--- src/rtl/permutation_order_crossover_defines.svh ---
// Assertion macros used by the top file of the order crossover block.
`ifndef PERMUTATION_ORDER_CROSSOVER_DEFINES_SVH
`define PERMUTATION_ORDER_CROSSOVER_DEFINES_SVH

// Same-cycle implication, switched off while reset is held.
`define POX_ASSERT_IMP(label, clk, rst_n, ante, cons, msg) \
    label: assert property (@(posedge clk) disable iff (!rst_n) (ante) |-> (cons)) \
        else $error(msg);

// Next-cycle implication, switched off while reset is held.
`define POX_ASSERT_NXT(label, clk, rst_n, ante, cons, msg) \
    label: assert property (@(posedge clk) disable iff (!rst_n) (ante) |=> (cons)) \
        else $error(msg);

`endif

--- src/rtl/pox_pkg.sv ---
package pox_pkg;

    localparam int ELEM_W      = 5;
    localparam int NUM_ELEM    = 32;
    localparam int SIZE_W      = 6;
    localparam int POS_W       = 5;
    localparam int START_W     = 5;
    localparam int LEN_W       = 6;
    localparam int IN_TDATA_W  = 24;
    localparam int OUT_TDATA_W = 16;

    localparam int FPE_LSB   = 0;
    localparam int SPE_LSB   = 5;
    localparam int START_LSB = 10;
    localparam int LEN_LSB   = 15;

    localparam logic [SIZE_W-1:0] SIZE_RESET = 6'd32;

    typedef enum logic [0:0] {
        ACT_LOAD = 1'b0,
        ACT_RUN  = 1'b1
    } t_action;

    typedef enum logic [5:0] {
        ST_IDLE  = 6'b000001,
        ST_SETUP = 6'b000010,
        ST_SEG   = 6'b000100,
        ST_FILL  = 6'b001000,
        ST_DRAIN = 6'b010000,
        ST_EMIT  = 6'b100000
    } t_state;

    typedef struct packed {
        logic load;
        logic run;
        logic setup;
        logic seg;
        logic fill;
        logic emit;
    } t_dp_cmd;

    typedef struct packed {
        logic seg_last;
        logic fill_last;
        logic emit_last;
    } t_dp_sts;

endpackage

--- src/rtl/pox_ram.sv ---
module pox_ram #(
    parameter int WIDTH = 5,
    parameter int DEPTH = 32
) (
    input  logic                     i_clk,
    input  logic                     i_we,
    input  logic [$clog2(DEPTH)-1:0] i_waddr,
    input  logic [WIDTH-1:0]         i_wdata,
    input  logic                     i_re,
    input  logic [$clog2(DEPTH)-1:0] i_raddr,
    output logic [WIDTH-1:0]         o_rdata
);

    logic [WIDTH-1:0] r_mem [DEPTH];
    logic [WIDTH-1:0] r_rdata;

    always_ff @(posedge i_clk) begin
        if (i_we) begin
            r_mem[i_waddr] <= i_wdata;
        end
        if (i_re) begin
            r_rdata <= r_mem[i_raddr];
        end
    end

    assign o_rdata = r_rdata;

endmodule

--- src/rtl/pox_ctrl.sv ---
module pox_ctrl import pox_pkg::*; (
    input  logic    i_clk,
    input  logic    i_rst_n,
    input  logic    i_s_tvalid,
    input  logic    i_s_action,
    input  t_dp_sts i_sts,
    output logic    o_s_tready,
    output t_dp_cmd o_cmd
);

    t_state r_state;
    t_state n_state;

    always_comb begin
        n_state = r_state;
        o_cmd   = '0;
        case (r_state)
            ST_IDLE: begin
                if (i_s_tvalid) begin
                    if (i_s_action == ACT_RUN) begin
                        o_cmd.run = 1'b1;
                        n_state   = ST_SETUP;
                    end else begin
                        o_cmd.load = 1'b1;
                    end
                end
            end
            ST_SETUP: begin
                o_cmd.setup = 1'b1;
                n_state     = ST_SEG;
            end
            ST_SEG: begin
                o_cmd.seg = 1'b1;
                if (i_sts.seg_last) begin
                    n_state = ST_FILL;
                end
            end
            ST_FILL: begin
                o_cmd.fill = 1'b1;
                if (i_sts.fill_last) begin
                    n_state = ST_DRAIN;
                end
            end
            ST_DRAIN: begin
                n_state = ST_EMIT;
            end
            ST_EMIT: begin
                o_cmd.emit = 1'b1;
                if (i_sts.emit_last) begin
                    n_state = ST_IDLE;
                end
            end
            default: begin
                n_state = ST_IDLE;
            end
        endcase
    end

    always_ff @(posedge i_clk) begin
        if (!i_rst_n) begin
            r_state <= ST_IDLE;
        end else begin
            r_state <= n_state;
        end
    end

    assign o_s_tready = (r_state == ST_IDLE);

endmodule

--- src/rtl/pox_datapath.sv ---
module pox_datapath import pox_pkg::*; #(
    parameter int MAX_PERM = 32
) (
    input  logic                   i_clk,
    input  logic                   i_rst_n,
    input  logic                   i_cfg_we,
    input  logic [SIZE_W-1:0]      i_cfg_wdata,
    input  t_dp_cmd                i_cmd,
    output t_dp_sts                o_sts,
    input  logic [IN_TDATA_W-1:0]  i_s_tdata,
    input  logic                   i_m_tready,
    output logic                   o_m_tvalid,
    output logic [OUT_TDATA_W-1:0] o_m_tdata,
    output logic                   o_m_tlast
);

    localparam int AW = $clog2(MAX_PERM);
    localparam int SW = $clog2(MAX_PERM + 1);
    localparam int WW = (SW > LEN_W) ? SW : LEN_W;
    localparam logic [WW-1:0] MAXP = WW'(MAX_PERM);
    localparam logic [WW-1:0] ONE  = WW'(1);
    localparam logic [WW-1:0] TWO  = WW'(2);

    function automatic logic [AW-1:0] wrap_inc(logic [AW-1:0] a, logic [WW-1:0] lim);
        logic [WW-1:0] s;
        s = WW'(a) + ONE;
        return (s >= lim) ? '0 : AW'(s);
    endfunction

    logic [SIZE_W-1:0]  r_size;
    logic [WW-1:0]      size_w;
    logic [WW-1:0]      n;
    logic [AW-1:0]      r_load_pos;
    logic [AW-1:0]      load_addr;
    logic [START_W-1:0] r_start_raw;
    logic [LEN_W-1:0]   r_len_raw;
    logic [WW-1:0]      start_s;
    logic [WW-1:0]      maxlen;
    logic [WW-1:0]      len_w;
    logic [WW-1:0]      len_s;
    logic [AW-1:0]      r_addr;
    logic [AW-1:0]      next_addr;
    logic [WW-1:0]      r_cnt;
    logic [WW-1:0]      r_need;
    logic [AW-1:0]      r_src0;
    logic [AW-1:0]      r_dst1;
    logic [AW-1:0]      r_dst2;
    logic [WW-1:0]      r_fill1;
    logic [WW-1:0]      r_fill2;
    logic [NUM_ELEM-1:0] r_mark1;
    logic [NUM_ELEM-1:0] r_mark2;
    logic               r_rd_vld;
    logic               r_rd_seg;
    logic [AW-1:0]      r_rd_addr;
    logic [ELEM_W-1:0]  p1_q;
    logic [ELEM_W-1:0]  p2_q;
    logic               parent_re;
    logic               seg_wr;
    logic               take1;
    logic               take2;
    logic               c1_we;
    logic               c2_we;
    logic [AW-1:0]      c1_waddr;
    logic [AW-1:0]      c2_waddr;
    logic [ELEM_W-1:0]  c1_wdata;
    logic [ELEM_W-1:0]  c2_wdata;
    logic [ELEM_W-1:0]  c1_q;
    logic [ELEM_W-1:0]  c2_q;
    logic               emit_issue;
    logic [AW-1:0]      r_pos;
    logic [WW-1:0]      pos_w;
    logic [WW-1:0]      src_w;
    logic [WW-1:0]      offset;
    logic [POS_W-1:0]   r_out_pos;
    logic               r_out_last;
    logic               r_out_zero1;
    logic               r_out_zero2;
    logic               r_out_valid;

    always_comb begin
        size_w = WW'(r_size);
        if (size_w < TWO) begin
            n = TWO;
        end else if (size_w > MAXP) begin
            n = MAXP;
        end else begin
            n = size_w;
        end
    end

    assign load_addr = (WW'(r_load_pos) >= n) ? '0 : r_load_pos;
    assign next_addr = wrap_inc(r_addr, n);

    always_comb begin
        start_s = (WW'(r_start_raw) >= n) ? n - ONE : WW'(r_start_raw);
        maxlen  = (start_s == '0) ? n - ONE : n - start_s;
        len_w   = WW'(r_len_raw);
        if (len_w == '0) begin
            len_s = ONE;
        end else if (len_w > maxlen) begin
            len_s = maxlen;
        end else begin
            len_s = len_w;
        end
    end

    assign parent_re = i_cmd.seg | i_cmd.fill;

    pox_ram #(.WIDTH(ELEM_W), .DEPTH(MAX_PERM)) u_first_parent (
        .i_clk   (i_clk),
        .i_we    (i_cmd.load),
        .i_waddr (load_addr),
        .i_wdata (i_s_tdata[FPE_LSB +: ELEM_W]),
        .i_re    (parent_re),
        .i_raddr (r_addr),
        .o_rdata (p1_q)
    );

    pox_ram #(.WIDTH(ELEM_W), .DEPTH(MAX_PERM)) u_second_parent (
        .i_clk   (i_clk),
        .i_we    (i_cmd.load),
        .i_waddr (load_addr),
        .i_wdata (i_s_tdata[SPE_LSB +: ELEM_W]),
        .i_re    (parent_re),
        .i_raddr (r_addr),
        .o_rdata (p2_q)
    );

    // The first child fills from the second parent and the second child from the first.
    always_comb begin
        seg_wr = r_rd_vld & r_rd_seg;
        take1  = r_rd_vld & ~r_rd_seg & ~r_mark1[p2_q] & (r_fill1 < r_need);
        take2  = r_rd_vld & ~r_rd_seg & ~r_mark2[p1_q] & (r_fill2 < r_need);
        c1_we    = seg_wr | take1;
        c2_we    = seg_wr | take2;
        c1_waddr = seg_wr ? r_rd_addr : r_dst1;
        c2_waddr = seg_wr ? r_rd_addr : r_dst2;
        c1_wdata = seg_wr ? p1_q : p2_q;
        c2_wdata = seg_wr ? p2_q : p1_q;
    end

    assign emit_issue = i_cmd.emit & (~r_out_valid | i_m_tready);

    pox_ram #(.WIDTH(ELEM_W), .DEPTH(MAX_PERM)) u_first_child (
        .i_clk   (i_clk),
        .i_we    (c1_we),
        .i_waddr (c1_waddr),
        .i_wdata (c1_wdata),
        .i_re    (emit_issue),
        .i_raddr (r_pos),
        .o_rdata (c1_q)
    );

    pox_ram #(.WIDTH(ELEM_W), .DEPTH(MAX_PERM)) u_second_child (
        .i_clk   (i_clk),
        .i_we    (c2_we),
        .i_waddr (c2_waddr),
        .i_wdata (c2_wdata),
        .i_re    (emit_issue),
        .i_raddr (r_pos),
        .o_rdata (c2_q)
    );

    // Positions left unfilled lie just past the filled run, in cyclic order from the fill start.
    always_comb begin
        pos_w = WW'(r_pos);
        src_w = WW'(r_src0);
        if (pos_w >= src_w) begin
            offset = pos_w - src_w;
        end else begin
            offset = pos_w + n - src_w;
        end
    end

    always_ff @(posedge i_clk) begin
        if (!i_rst_n) begin
            r_size      <= SIZE_RESET;
            r_load_pos  <= '0;
            r_rd_vld    <= 1'b0;
            r_out_valid <= 1'b0;
        end else begin
            if (i_cfg_we) begin
                r_size <= i_cfg_wdata;
            end
            if (i_cmd.load) begin
                r_load_pos <= wrap_inc(load_addr, n);
            end else if (i_cmd.run) begin
                r_load_pos <= '0;
            end
            r_rd_vld <= parent_re;
            if (emit_issue) begin
                r_out_valid <= 1'b1;
            end else if (i_m_tready) begin
                r_out_valid <= 1'b0;
            end
        end
    end

    always_ff @(posedge i_clk) begin
        if (i_cmd.run) begin
            r_start_raw <= i_s_tdata[START_LSB +: START_W];
            r_len_raw   <= i_s_tdata[LEN_LSB +: LEN_W];
        end
        if (i_cmd.setup) begin
            r_addr  <= AW'(start_s);
            r_cnt   <= len_s;
            r_need  <= n - len_s;
            r_mark1 <= '0;
            r_mark2 <= '0;
            r_fill1 <= '0;
            r_fill2 <= '0;
            r_pos   <= '0;
        end
        if (parent_re) begin
            r_addr <= next_addr;
            if (i_cmd.seg && r_cnt == ONE) begin
                r_cnt  <= n;
                r_src0 <= next_addr;
                r_dst1 <= next_addr;
                r_dst2 <= next_addr;
            end else begin
                r_cnt <= r_cnt - ONE;
            end
        end
        r_rd_seg  <= i_cmd.seg;
        r_rd_addr <= r_addr;
        if (seg_wr) begin
            r_mark1[p1_q] <= 1'b1;
            r_mark2[p2_q] <= 1'b1;
        end
        if (take1) begin
            r_fill1 <= r_fill1 + ONE;
            r_dst1  <= wrap_inc(r_dst1, n);
        end
        if (take2) begin
            r_fill2 <= r_fill2 + ONE;
            r_dst2  <= wrap_inc(r_dst2, n);
        end
        if (emit_issue) begin
            r_pos       <= r_pos + AW'(1);
            r_out_pos   <= POS_W'(r_pos);
            r_out_last  <= (pos_w == n - ONE);
            r_out_zero1 <= (offset >= r_fill1) && (offset < r_need);
            r_out_zero2 <= (offset >= r_fill2) && (offset < r_need);
        end
    end

    always_comb begin
        o_sts.seg_last  = (r_cnt == ONE);
        o_sts.fill_last = (r_cnt == ONE);
        o_sts.emit_last = emit_issue & (pos_w == n - ONE);
    end

    assign o_m_tvalid = r_out_valid;
    assign o_m_tlast  = r_out_last;
    assign o_m_tdata  = {1'b0,
                         r_out_zero2 ? {ELEM_W{1'b0}} : c2_q,
                         r_out_zero1 ? {ELEM_W{1'b0}} : c1_q,
                         r_out_pos};

endmodule

--- src/rtl/permutation_order_crossover.sv ---
// Load beats are accepted back to back.
// A run beat passes through a setup step, one segment read per segment element, one fill read
// per position and a drain step; its results, one for each position of the clamped size, then
// follow at one per cycle while the receiver is ready.
// The next beat is accepted once the last result read has been issued.
// Reset is synchronous, active low: control idles, size is 32, load position 0, memories kept.
`include "permutation_order_crossover_defines.svh"

module permutation_order_crossover import pox_pkg::*; #(
    parameter int MAX_PERM = 32
) (
    input  logic                   i_clk,
    input  logic                   i_rst_n,
    input  logic                   i_cfg_we,
    input  logic [SIZE_W-1:0]      i_cfg_wdata,   // perm_size
    input  logic                   i_s_tvalid,
    output logic                   o_s_tready,
    // [4:0] first_parent_elem, [9:5] second_parent_elem, [14:10] segment_start,
    // [20:15] segment_length, [23:21] zero
    input  logic [IN_TDATA_W-1:0]  i_s_tdata,
    input  logic                   i_s_tuser,     // [0] action
    output logic                   o_m_tvalid,
    input  logic                   i_m_tready,
    // [4:0] position, [9:5] first_child_elem, [14:10] second_child_elem, [15] zero
    output logic [OUT_TDATA_W-1:0] o_m_tdata,
    output logic                   o_m_tlast      // last
);

    t_dp_cmd cmd;
    t_dp_sts sts;

    pox_ctrl u_ctrl (
        .i_clk      (i_clk),
        .i_rst_n    (i_rst_n),
        .i_s_tvalid (i_s_tvalid),
        .i_s_action (i_s_tuser),
        .i_sts      (sts),
        .o_s_tready (o_s_tready),
        .o_cmd      (cmd)
    );

    pox_datapath #(.MAX_PERM(MAX_PERM)) u_datapath (
        .i_clk       (i_clk),
        .i_rst_n     (i_rst_n),
        .i_cfg_we    (i_cfg_we),
        .i_cfg_wdata (i_cfg_wdata),
        .i_cmd       (cmd),
        .o_sts       (sts),
        .i_s_tdata   (i_s_tdata),
        .i_m_tready  (i_m_tready),
        .o_m_tvalid  (o_m_tvalid),
        .o_m_tdata   (o_m_tdata),
        .o_m_tlast   (o_m_tlast)
    );

    `POX_ASSERT_NXT(a_last_beat_shown, i_clk, i_rst_n, sts.emit_last, o_m_tvalid && o_m_tlast, "final position read did not present a last beat")
    `POX_ASSERT_NXT(a_busy_after_run, i_clk, i_rst_n, cmd.run, !o_s_tready, "block accepted a beat straight after a run")
    `POX_ASSERT_IMP(a_one_phase, i_clk, i_rst_n, 1'b1, $onehot0({cmd.setup, cmd.seg, cmd.fill, cmd.emit}), "more than one datapath phase active")

endmodule

--- config.mk ---
export PLATFORM = sky130hd
export DESIGN_NAME = permutation_order_crossover
export DESIGN_NICKNAME = d
export VERILOG_FILES = /design/src/rtl/pox_pkg.sv /design/src/rtl/pox_ram.sv /design/src/rtl/pox_ctrl.sv /design/src/rtl/pox_datapath.sv /design/src/rtl/permutation_order_crossover.sv
export VERILOG_INCLUDE_DIRS = /design/src /design/src/rtl
export SDC_FILE = /design/constraint.sdc
export NUM_CORES = 1
export LEC_CHECK = 0
export CAP_MARGIN = 10
export CORE_ASPECT_RATIO = 0.8
export CORE_UTILIZATION = 58
export DETAILED_ROUTE_END_ITERATION = 12
export DONT_BUFFER_PORTS = 1
export GPL_ROUTABILITY_DRIVEN = 0
export PLACE_DENSITY = 0.81
export SYNTH_ARGS = -nofsm -noshare
export SYNTH_HDL_FRONTEND = slang
export SYNTH_SLANG_ARGS = --single-unit
export TNS_END_PERCENT = 20
--- constraint.sdc ---
create_clock -name i_clk -period 6.1 [get_ports i_clk]
set_input_delay 0.305 -clock i_clk [delete_from_list [all_inputs] [get_ports i_clk]]
set_output_delay 0.305 -clock i_clk [all_outputs]
set_load 0.03 [all_outputs]
After elaboration in Yosys (flattened, before gate mapping)
Memory sizes are Yosys's and may differ from the RTL's. A register that Yosys moved wholly into a read port is not among the register bits.
Index checks and enable logic that the tools add are counted.
{ "word_totals": {"output_inout_bits": 19, "input_bits": 36, "memories": 4, "register_bits": 157, "ramBits": 640, "word_cells": 181} }
{ "mem_list": {"columns": ["memory", "depth", "width", "rd", "rd_ports_with_merged_regs", "write_ports", "line_no", "rtl"], "rows": [
  ["u_datapath.u_first_child.r_mem", 32, 5, 1, 1, 1, "pox_ram.sv:14", "logic [WIDTH-1:0] r_mem [DEPTH];"],
  ["u_datapath.u_first_parent.r_mem", 32, 5, 1, 1, 1, "pox_ram.sv:14", null],
  ["u_datapath.u_second_child.r_mem", 32, 5, 1, 1, 1, "pox_ram.sv:14", null],
  ["u_datapath.u_second_parent.r_mem", 32, 5, 1, 1, 1, "pox_ram.sv:14", null]
]} }
{ "op_classes": {"n_lt_le_gt_ge": 19, "n_bitwise": 18, "reduce_logical": 21, "n_mux": 68, "add_sub_neg": 14, "n_eq_ne": 13} }
{ "op_table": {"columns": ["op", "n"], "rows": [
  ["two-way mux 32 bit", 4],
  ["two-way mux 6 bit", 18],
  ["two-way mux 5 bit", 21],
  ["OR 32 bit", 2],
  ["greater-or-equal comparator 6 bit", 6],
  ["one-hot mux 6 bit (6 select lines)", 1],
  ["adder 5 x 1 -> 6 bit, second input constant", 4],
  ["nonzero test 2 bit", 10],
  ["< comparator 6 bit", 3],
  ["two-way mux 1 bit", 18],
  ["adder 6 x 1 -> 6 bit, second input constant", 2],
  ["== test 6 x 1 -> 1 bit, second input constant", 2],
  ["greater-or-equal comparator 5 x 6 -> 1 bit", 2],
  ["logical NOT 6 bit", 2],
  ["< comparator 5 x 6 -> 1 bit, second input constant", 2],
  ["subtractor 6 x 1 -> 6 bit, second input constant", 2],
  ["subtractor 6 bit", 2],
  ["binary-select mux 1 bit (select 5 bit)", 2],
  ["demux 1 bit (select 5 bit)", 2],
  ["greater-or-equal comparator 5 x 1 -> 1 bit, second input constant", 2],
  ["AND 1 bit", 8],
  ["inequality test 2 bit, second input constant", 4],
  ["adder 5 x 6 -> 6 bit", 1],
  ["== test 5 x 6 -> 1 bit", 1],
  ["19 further kinds", 32]
]} }

Depth between registers and ports, before layout
Gate-level depths: netlist of the first run.
{ "depth": {"depth_word": 12, "depth_mapped": 35, "depth_no_buf": 33} }

Hierarchy
A second synthesis of the first run with hierarchy kept.
{ "hier_totals": {"hier_cells": 2165, "area_unflattened_um2": 35626.7} }
{ "by_module_without_submodules": {"columns": ["mod", "area_per_inst_um2", "seq_area_each_um2", "cells_each", "instances"], "rows": [
  ["pox_ram", 6394.9, 4954.8, 277, 4],
  ["pox_datapath", 9628.0, 3703.6, 1015, 1],
  ["pox_ctrl", 419.2, 120.1, 42, 1]
]} }

Worst setup path before layout of the first run
Ideal clock, no wire load.
{ "synth_timing": {"kind": "reg-to-reg", "from": "register u_datapath.r_size[3]", "to": "register u_datapath.r_need[5], data pin", "n_path_buf": 2, "path_stages_with_launch": 35, "synth_period_minus_slack_ns": 6.422, "setup_ns": 0.260, "required_ns": 5.840, "t_arrival_ns": 6.162, "path_slack_ns": -0.322, "cell_sequence": "dfxtp_1 -> clkbuf_1 -> or3_1 -> o21ai_2 -> inv_2 -> ha_1 -> nand2b_1 -> a21o_1 -> a31o_1 -> buf_6 -> mux2i_4 -> inv_1 -> ha_1 -> inv_1 -> ha_1 -> nor2_1 -> xnor2_1 -> mux2i_1 -> xnor2_1 -> ha_1 -> o21a_1 -> o21a_1 -> o21a_1 -> o21ai_0 -> a21oi_1 -> a211oi_2 -> inv_1 -> ha_1 -> nor2b_1 -> o21ai_0 -> nand2b_1 -> a21o_1 -> a21oi_1 -> xnor2_1 -> xnor2_1"} }
{ "synth_between": {"elab_chain_cells": 11, "word_cells_on_any_way": 14, "classes_between": "3 x add/sub; 4 x order compare; 6 x mux; 1 x reduce/logical"} }
{ "synth_lines": {"columns": ["item", "line_no", "rtl"], "rows": [
  ["start: declaration", "pox_datapath.sv:30", "logic [SIZE_W-1:0] r_size;"],
  ["start signal: assignment", "pox_datapath.sv:183", "r_size <= i_cfg_wdata;"],
  ["> comparator 6 bit", "pox_datapath.sv:84", "end else if (size_w > MAXP) begin"],
  ["two-way mux 6 bit", "pox_datapath.sv:84", null],
  ["two-way mux 6 bit (*)", "pox_datapath.sv:82", "if (size_w < TWO) begin"],
  ["subtractor 6 x 1 -> 6 bit or greater-or-equal comparator 5 x 6 -> 1 bit (tied branches)", "pox_datapath.sv:95, pox_datapath.sv:96", null],
  ["two-way mux 6 bit", "pox_datapath.sv:95", "start_s = (WW'(r_start_raw) >= n) ? n - ONE : WW'(r_start_raw);"],
  ["subtractor 6 bit or logical NOT 6 bit (tied branches)", "pox_datapath.sv:96", "maxlen = (start_s == '0) ? n - ONE : n - start_s;"],
  ["two-way mux 6 bit", "pox_datapath.sv:96", null],
  ["> comparator 6 bit", "pox_datapath.sv:100", "end else if (len_w > maxlen) begin"],
  ["two-way mux 6 bit", "pox_datapath.sv:100", null],
  ["two-way mux 6 bit", "pox_datapath.sv:98", "if (len_w == '0) begin"],
  ["subtractor 6 bit (*)", "pox_datapath.sv:207", "r_need <= n - len_s;"],
  ["end signal: assignment", "pox_datapath.sv:207", null],
  ["end: declaration", "pox_datapath.sv:44", "logic [WW-1:0] r_need;"]
]} }
Every way passes the cells marked *; elsewhere a longest branch is shown, timed or not.
A chain may end at the register's enable or synchronous reset.

Worst setup path after layout of the first run
{ "layout_timing": {"from": "register u_datapath.r_size[4]", "to": "register u_datapath.r_need[5], data pin"} }
Same word-level chain as after synthesis.

==> results of run 1 <==
==> cells in the final DEF, fill, tap and decap left out, types with 10 or more instances in the layout <==
cell           count
mux2i_1           99
mux4_2           156
xor2_1            11
clkbuf_16         83
ha_1              94
a21oi_1           37
dlygate4sd3_1     31
nor3_1            17
dfxtp_1           87
o21ai_1           10
a21o_1            27
and2_1            15
inv_1             75
xnor2_1           33
a22o_1            36
nand2b_1          22
o221ai_1          31
clkinv_2          13
nand3_1           35
buf_4             39
edfxtp_1         728
bufinv_16         10
nand3b_1          21
clkbuf_1          14
nor2b_1           31
nand2_1          219
o21ai_0           89
nor2_1           194
o22ai_1           13
==> metrics by stage <==
step	cells	setup TNS [ps]
floorplan	2338	0
global placement	3085	0
detailed placement	3085	0
CTS	3263	0
global route	3273	-183
finish	3274	0
==> critical path, delay by kind of cell, from the launching register on <==
kind            cells  cell delay (ps)
compound gates     13             2200
xor+xnor            2              220
fa+ha+maj           5             1060
buf+inv             6              440
flops               1              320
mux                 1              210
simple gates        6             1250
==> where the power goes <==
group	internal (mW)	switching [mW]
registers	6.07	0.0169
logic	0.217	0.303
clock network	2.99	2.12
==> sequential cells by signal (all words and copies together), names as in the netlist, 6 cells and up <==
name,cells
u_ctrl.r_state,6
u_datapath.len_w,6
u_datapath.r_cnt,6
u_datapath.r_fill1,6
u_datapath.r_fill2,6
u_datapath.r_mark1,32
u_datapath.r_mark2,32
u_datapath.r_need,6
u_datapath.r_size,6
u_datapath.u_first_child.r_mem,160
u_datapath.u_first_parent.r_mem,160
u_datapath.u_second_child.r_mem,160
u_datapath.u_second_parent.r_mem,160
==> layout make-up <==
class                           instances  area (sq um)
Timing Repair Buffer                   81           791
Clock inverter                         38           500
Inverter                               80           303
Sequential cell                       817         23600
Antenna cell                            1          2.50
Fill cell                            3860         20300
Clock buffer                          103          2210
Tap cell                              820          1030
Multi-Input combinational cell       1334         11500
==> final timing paths <==
kind | to | slack, ps | startpoint | cells after the start
worst max-delay path | u_datapath.r_need[5] | 110 | u_datapath.r_size[4] | 33
worst min-delay path | u_datapath.r_load_pos[2] | 130 | i_s_tvalid | 3
worst max register to register | u_datapath.r_need[5] | 110 | u_datapath.r_size[4] | 33
worst min register to register | u_datapath.r_mark1[25] | 460 | u_datapath.r_mark1[25] | 2
==> layer usage <==
layer	up-vias	routed length, um
met2	1391	39200
li1	9081	-
met3	199	8500
met4	0	2370
met1	10800	33500
met5	-	0
==> logic make-up after synthesis <==
kind of cell | Yosys count | synth area share
fa+ha+maj | 106 | 0.0386
mux | 265 | 0.130
buf+inv | 187 | 0.0207
simple gates | 601 | 0.0763
compound gates | 315 | 0.0612
other cells | 1 | 0.000105
xor+xnor | 46 | 0.0113
flops | 817 | 0.662
==> what timing repair did <==
| item | 4_1_cts | 5_1_grt |
|---|---|---|
| gates resized for setup | 1 | 27 |
| hold endpoints to repair | 350 | 0 |
| endpoints found under the setup margin | 1 | 2 |
| pin swaps | 1 | 20 |
| hold buffers | 37 | 0 |
| setup buffers | 0 | 8 |
==> impl_metrics.env, run 1 <==
export IMPL_status="finished, final reports clean"
export IMPL_yosys_warnings=0
export IMPL_crit_path_end_kind="register"
export IMPL_power_mw=11.7
export IMPL_fmax_mhz=167
export IMPL_ys_seq_area_frac=0.662
export IMPL_syn_area_sq_um=35700
export IMPL_finalHoldViolCount=0
export IMPL_start_util=0.593
export IMPL_synth_edff_count=728
export IMPL_post_synth_cell_area_avg_sq_um=15.3
export IMPL_crit_required_ps=6480
export IMPL_busiest_layer="met2"
export IMPL_setup_violations=0
export IMPL_drc=0
export IMPL_htreeDepth=3
export IMPL_synth_most_common_cell="edfxtp_1"
export IMPL_syn_inst=2338
export IMPL_ys_types=73
export IMPL_rsz0062_at_grt="true"
export IMPL_yosysTopAreaCell="edfxtp_1"
export IMPL_fp_dieH_um=224
export IMPL_grt_usage=0.267
export IMPL_slew_headroom=0.181
export IMPL_cts_buffer_depth=3
export IMPL_finClkSkew_ps=32.2
export IMPL_vias=21400
export IMPL_p_per_area_nw_per_um2=293
export IMPL_cts_made_buffers=78
export IMPL_use_met1=0.387
export IMPL_drt_total_wl_mm=83.6
export IMPL_fin_ws_ps=112
export IMPL_cp_slowest_stage_delay_ps=430
export IMPL_dpl_worst_slack_ps=6.43
export IMPL_cts_tree="built"
export IMPL_start_kind="register"
export IMPL_die_width_um=280
export IMPL_synth_net_count=2480
export IMPL_grt_max_degree=121
export IMPL_cts_root_buffer="clkbuf_16"
export IMPL_cts_clk_slew_worst_paths_ps=70
export IMPL_critPathMostFrequentCell="ha_4"
export IMPL_p_leak_nw=13.8
export IMPL_yosysTopAreaCellShare=0.612
export IMPL_synthToLayoutAreaGrowth_pct=11.9
export IMPL_first_pass_iters=5
export IMPL_maxSlewViolCount=0
export IMPL_hold_ws_ps=132
export IMPL_via_per_inst=6.55
export IMPL_peakVddDrop_v=0.000297
export IMPL_cp_data_arrival_time_ps=6370
export IMPL_drive_gt1_frac=0.155
export IMPL_use_met3=0.0499
export IMPL_synth_ff_latch_count=817
export IMPL_synthFlopType="edfxtp_1"
export IMPL_fin_crit_sh=0.982
export IMPL_ys_top_cells_by_count="edfxtp_1, nand2_1, nor2_1, mux4_2, mux2i_1"
export IMPL_post_route_util=0.664
export IMPL_criticalPathCategory="register to register"
export IMPL_grt_use_met2=0.419
export IMPL_placementRows=80
export IMPL_coreArea_sq_um=60300
export IMPL_antenna_found_initial=2
export IMPL_hp_class="primary input to register"
export IMPL_ant_nets=0
export IMPL_io_buffers=0
export IMPL_cts_sinks=817
export IMPL_boundaryPins=55
export IMPL_worst_path_max_fanout=5
export IMPL_clk_latency_ps=640
export IMPL_dieArea_sq_um=62600
export IMPL_dpl_instance_area_sq_um=36600
export IMPL_wl_per_cell_um=25.5
export IMPL_period_needed_ps=5990
export IMPL_netlist_top_cells_area="edfxtp_1, mux4_2, dfxtp_1"
export IMPL_final_area_sq_um=40000
export IMPL_drtIter0Drc=2962
export IMPL_grt_pass1_wl_mm=127
export IMPL_drv_cap=0
export IMPL_nets=2534
export IMPL_async_reset_ff_frac=0
export IMPL_grt_pass1_vias=21200
export IMPL_grt_remaining_overflow=0
export IMPL_critPathSlowestCell="or3_4"
export IMPL_dp_hpwl_mm=50.0
export IMPL_max_slew_worst_pin_slew_ps=1230
Power figures use the tool's default switching activity.
==> run 2, diff against run 1 <==
- BUFFER_PORTS_ARGS: unset -> -buffer_cell sky130_fd_sc_hd__buf_2
- CORE_UTILIZATION: 58 -> 57
- DONT_BUFFER_PORTS: 1 -> unset
==> impl_metrics.env, run 2 (synthesis gave the netlist of run 1 again) <==
export IMPL_cts_buffer_depth=3
export IMPL_cts_tree="built"
export IMPL_cts_clk_slew_worst_paths_ps=60
export IMPL_rr_startpoint="u_datapath.r_size[2]"
export IMPL_drtIter0Drc=2647
export IMPL_dpl_cell_count=3144
export IMPL_p_leak_nw=13.8
export IMPL_dieArea_sq_um=63700
export IMPL_synthToLayoutAreaGrowth_pct=11.2
export IMPL_crit_start="u_datapath.r_size[2]"
export IMPL_grt_pass1_vias=21100
export IMPL_hold_ws_ps=40.4
export IMPL_start_kind="register"
export IMPL_regArea_sq_um=23600
export IMPL_rsz0062_at_grt="true"
export IMPL_cts_sinks=817
export IMPL_crit_path_end_kind="register"
export IMPL_nets=2559
export IMPL_final_area_sq_um=39800
export IMPL_peakVddDrop_v=0.000393
export IMPL_drt_total_wl_mm=81.0
export IMPL_grt_remaining_overflow=0
export IMPL_layout_cells_most_common_list="edfxtp_1, nand2_1, nor2_1, mux4_2, mux2i_1"
export IMPL_r2r_cells=30
export IMPL_period_needed_ps=5930
export IMPL_criticalPathCategory="register to register"
export IMPL_diodes=0
export IMPL_critPathSlowestCell="or3_4"
export IMPL_p_per_area_nw_per_um2=288
export IMPL_drv_cap=0
export IMPL_die_width_um=282
export IMPL_start_util=0.581
export IMPL_status="finished, final reports clean"
export IMPL_worst_path_max_fanout=9
export IMPL_cts_made_buffers=77
export IMPL_fp_dieH_um=226
export IMPL_clk_latency_ps=650
export IMPL_post_route_util=0.646
export IMPL_dpl_instance_area_sq_um=36900
export IMPL_grt_pass1_wl_mm=123
export IMPL_final_common_cell="edfxtp_1"
export IMPL_holdPathStages=2
export IMPL_drive_gt1_frac=0.163
export IMPL_fmax_mhz=169
export IMPL_wl_per_cell_um=24.5
export IMPL_first_pass_iters=6
export IMPL_fillers=4041
export IMPL_io_buffers=50
export IMPL_finClkSkew_ps=48.8
export IMPL_setup_violations=0
export IMPL_maxSlewViolCount=0
export IMPL_finalHoldViolCount=0
export IMPL_via_per_inst=6.32
export IMPL_cp_slowest_stage_delay_ps=390
export IMPL_slew_headroom=0.193
export IMPL_coreArea_sq_um=61500
export IMPL_cts_root_buffer="clkbuf_16"
export IMPL_grt_max_degree=68
export IMPL_multiInputGateArea_sq_um=11500
export IMPL_hp_class="primary input to register"
export IMPL_stdcell_count=3310
export IMPL_placementRows=81
export IMPL_cp_data_arrival_time_ps=6310
export IMPL_max_slew_worst_pin_slew_ps=1210
export IMPL_antenna_found_initial=0
export IMPL_dp_hpwl_mm=50.2
export IMPL_power_mw=11.4
export IMPL_ant_nets=0
export IMPL_htreeDepth=3
export IMPL_drc=0
export IMPL_vias=20900
export IMPL_grt_usage=0.256
export IMPL_boundaryPins=55
export IMPL_worstHoldStart="i_cfg_we"
export IMPL_fin_crit_sh=0.971
export IMPL_crit_required_ps=6480
-- run 2: area by class of cell --
cell class | count | area share
sequential | 817 | 0.595
multi-input combinational | 1334 | 0.289
clock buffer | 96 | 0.0513
tap | 830 | 0.0261
timing repair buffer | 107 | 0.0182
clock inverter | 46 | 0.0131
inverter | 80 | 0.00755
-- run 2: metrics by stage --
step,worst slack (ps),setup TNS (ps)
global placement,172,0
finish,174,0
detailed placement,-6.58,-6.58
global route,-92.5,-123
floorplan,9.62,0
CTS,21.9,0
-- run 2: metal layers --
layer / GRT usage / up-vias / routed length [um]
met2: 0.407 / 1219 / 38600
met4: 0.0752 / 0 / 2150
li1: - / 9119 / -
met3: 0.0419 / 167 / 7250
met1: 0.368 / 10400 / 33000
met5: 0 / - / 0
-- run 2: worst paths after layout --
path                            end  slack (ps)
max            u_datapath.r_need[5]         170
min            u_datapath.r_size[5]          40
max reg2reg    u_datapath.r_need[5]         170
min reg2reg  u_datapath.r_mark2[30]         450
-- run 2: timing repair --
action	4_1_cts	5_1_grt
endpoints found under the setup margin	1	3
pin swaps	1	13
buffers inserted	1	6
hold buffers	17	0
hold endpoints to repair	17	0
resized for setup	0	17
-- run 2: power breakdown --
part | switching, mW | leakage (nW) | internal [mW]
combinational | 0.297 | 5.25 | 0.209
clock | 2.17 | 1.25 | 2.68
sequential | 0.0163 | 7.27 | 6.07
-- run 2: worst max-delay path, delay by kind of cell (launching register included) --
kind	cells	cell delay, ps
compound gates	13	2270
simple gates	7	1280
fa+ha+maj	3	840
buf+inv	4	450
flops	1	320
mux	1	270
xor+xnor	2	230
==> run 3, diff against run 2 <==
- CORE_UTILIZATION: 57 -> 40
- PLACE_DENSITY: 0.81 -> 0.62
==> impl_metrics.env, run 3 (synthesis gave the netlist of run 1 again) <==
export IMPL_cts_clk_slew_worst_paths_ps=60
export IMPL_dieArea_sq_um=90600
export IMPL_nets=2586
export IMPL_cts_tree="built"
export IMPL_crit_path_end_kind="register"
export IMPL_pwr_share_comb=0.046
export IMPL_layout_cells_most_common_list="edfxtp_1, nand2_1, nor2_1, mux4_2, mux2i_1"
export IMPL_htreeDepth=3
export IMPL_diodes=0
export IMPL_critPathSlowestCell="fa_1"
export IMPL_io_buffers=50
export IMPL_wl_per_cell_um=22.4
export IMPL_cts_made_buffers=86
export IMPL_criticalPathCategory="register to register"
export IMPL_coreArea_sq_um=88000
export IMPL_die_width_um=336
export IMPL_maxSlewViolCount=0
export IMPL_ant_nets=0
export IMPL_holdPathStages=3
export IMPL_grt_usage=0.183
export IMPL_timing_setup_tns_ps=0
export IMPL_dp_hpwl_mm=53.1
export IMPL_worst_path_max_fanout=4
export IMPL_p_sw_mw=2.53
export IMPL_clock_power_share=0.437
export IMPL_finalHoldViolCount=0
export IMPL_critPathMostFrequentCell="ha_4"
export IMPL_grt_pass1_wl_mm=127
export IMPL_r2r_cells=29
export IMPL_grt_pass1_vias=20600
export IMPL_cts_buffer_depth=3
export IMPL_vias=20500
export IMPL_via_per_inst=5.54
export IMPL_power_mw=11.8
export IMPL_drive_gt1_frac=0.177
export IMPL_start_util=0.406
export IMPL_dpl_instance_area_sq_um=37400
export IMPL_boundaryPins=55
export IMPL_fmax_mhz=165
export IMPL_dpl_worst_slack_ps=10.1
export IMPL_peakVddDrop_v=0.000222
export IMPL_drv_cap=0
export IMPL_setup_violations=0
export IMPL_status="finished, final reports clean"
export IMPL_fp_dieH_um=269
export IMPL_intPower_mw=9.24
export IMPL_crit_required_ps=6490
export IMPL_cp_slowest_stage_delay_ps=480
export IMPL_slew_headroom=0.185
export IMPL_clk_latency_ps=660
export IMPL_cp_data_arrival_time_ps=6440
export IMPL_cts_sinks=817
export IMPL_cts_root_buffer="clkbuf_16"
export IMPL_swShare=0.215
export IMPL_finClkSkew_ps=34.3
export IMPL_grt_max_degree=121
export IMPL_fin_crit_sh=0.991
export IMPL_placementRows=97
export IMPL_dpl_cell_count=3507
export IMPL_antenna_found_initial=0
export IMPL_final_area_sq_um=40700
export IMPL_grt_remaining_overflow=0
export IMPL_synthToLayoutAreaGrowth_pct=13.9
export IMPL_max_slew_worst_pin_slew_ps=1220
export IMPL_start_kind="register"
export IMPL_drt_total_wl_mm=83.0
export IMPL_first_pass_iters=5
export IMPL_power_frac_seq=0.517
export IMPL_p_leak_nw=14.0
export IMPL_fin_ws_ps=54.2
export IMPL_drtIter0Drc=2110
export IMPL_drc=0
export IMPL_hp_class="primary input to register"
export IMPL_p_per_area_nw_per_um2=289
export IMPL_period_needed_ps=6050
export IMPL_final_common_cell="edfxtp_1"
export IMPL_stdcell_count=3701
[run 3: cell types whose count changed in the layout (fill, tap and decap cells not counted), sizes merged, moves of 2 or more]
cell,previous run,this run
buf,90,104
clkinv,36,34
clkinvlp,1,8
clkbuf,96,106
dlygate4sd3,17,21
[run 3: final cells by class]
| class | instances | area, sq um |
|---|---|---|
| multi-input combinational | 1334 | 11600 |
| fill | 7434 | 47300 |
| timing repair buffer | 125 | 911 |
| clock inverter | 51 | 553 |
| tap | 1188 | 1490 |
| inverter | 80 | 300 |
| sequential | 817 | 23600 |
| clock buffer | 106 | 2240 |
[run 3: stage by stage]
step | util | hold slack (ps)
CTS | 0.459 | 1.05
global placement | 0.425 | 428
floorplan | - | 346
global route | 0.463 | 21.6
detailed placement | 0.425 | 444
finish | 0.463 | 32.6
[run 3: repair_timing]
action / 4_1_cts / 5_1_grt
hold buffers: 21 / 0
resized for setup: 1 / 38
setup buffers: 0 / 15
pin swaps: 0 / 23
endpoints found under the hold margin: 18 / 0
setup endpoints to repair: 1 / 2
[run 3: critical path, delay by kind of cell, from the launching register on]
| family | cells | cell delay, ps |
|---|---|---|
| DFF | 1 | 320 |
| xor gates and xnor gates | 1 | 130 |
| buffers and inverters | 4 | 260 |
| AOI/OAI and AO/OA | 12 | 1880 |
| and+or+nand+nor | 4 | 1050 |
| muxes | 2 | 520 |
| adders and majority gates | 6 | 1600 |
[run 3: final timing paths]
| path | startpoint | to | slack (ps) |
|---|---|---|---|
| worst min-delay path | i_m_tready | u_datapath.o_m_tvalid | 30 |
| worst max-delay path | u_datapath.r_size[4] | u_datapath.r_need[4] | 50 |
| worst min register to register | u_datapath.r_mark2[22] | u_datapath.r_mark2[22] | 450 |
| worst max register to register | u_datapath.r_size[4] | u_datapath.r_need[4] | 50 |
[run 3: layer usage]
metal	part of all wire	wire, um	track usage	vias up
met5	0	0	0	-
met1	0.45	37700	0.275	10400
met4	0.022	1840	0.0466	0
li1	-	-	-	9186
met2	0.45	37300	0.272	766
met3	0.073	6090	0.0367	126
[run 3: power by group through the flow]
stage | Clock (mW) | Combinational (mW) | Sequential [mW]
after floorplan | 0 | 0.306 | 6.20
after global placement | 0 | 0.450 | 6.21
after detailed placement | 0 | 0.462 | 6.21
after CTS | 5.21 | 0.478 | 6.09
after global routing | 5.42 | 0.586 | 6.09
final | 5.15 | 0.537 | 6.09
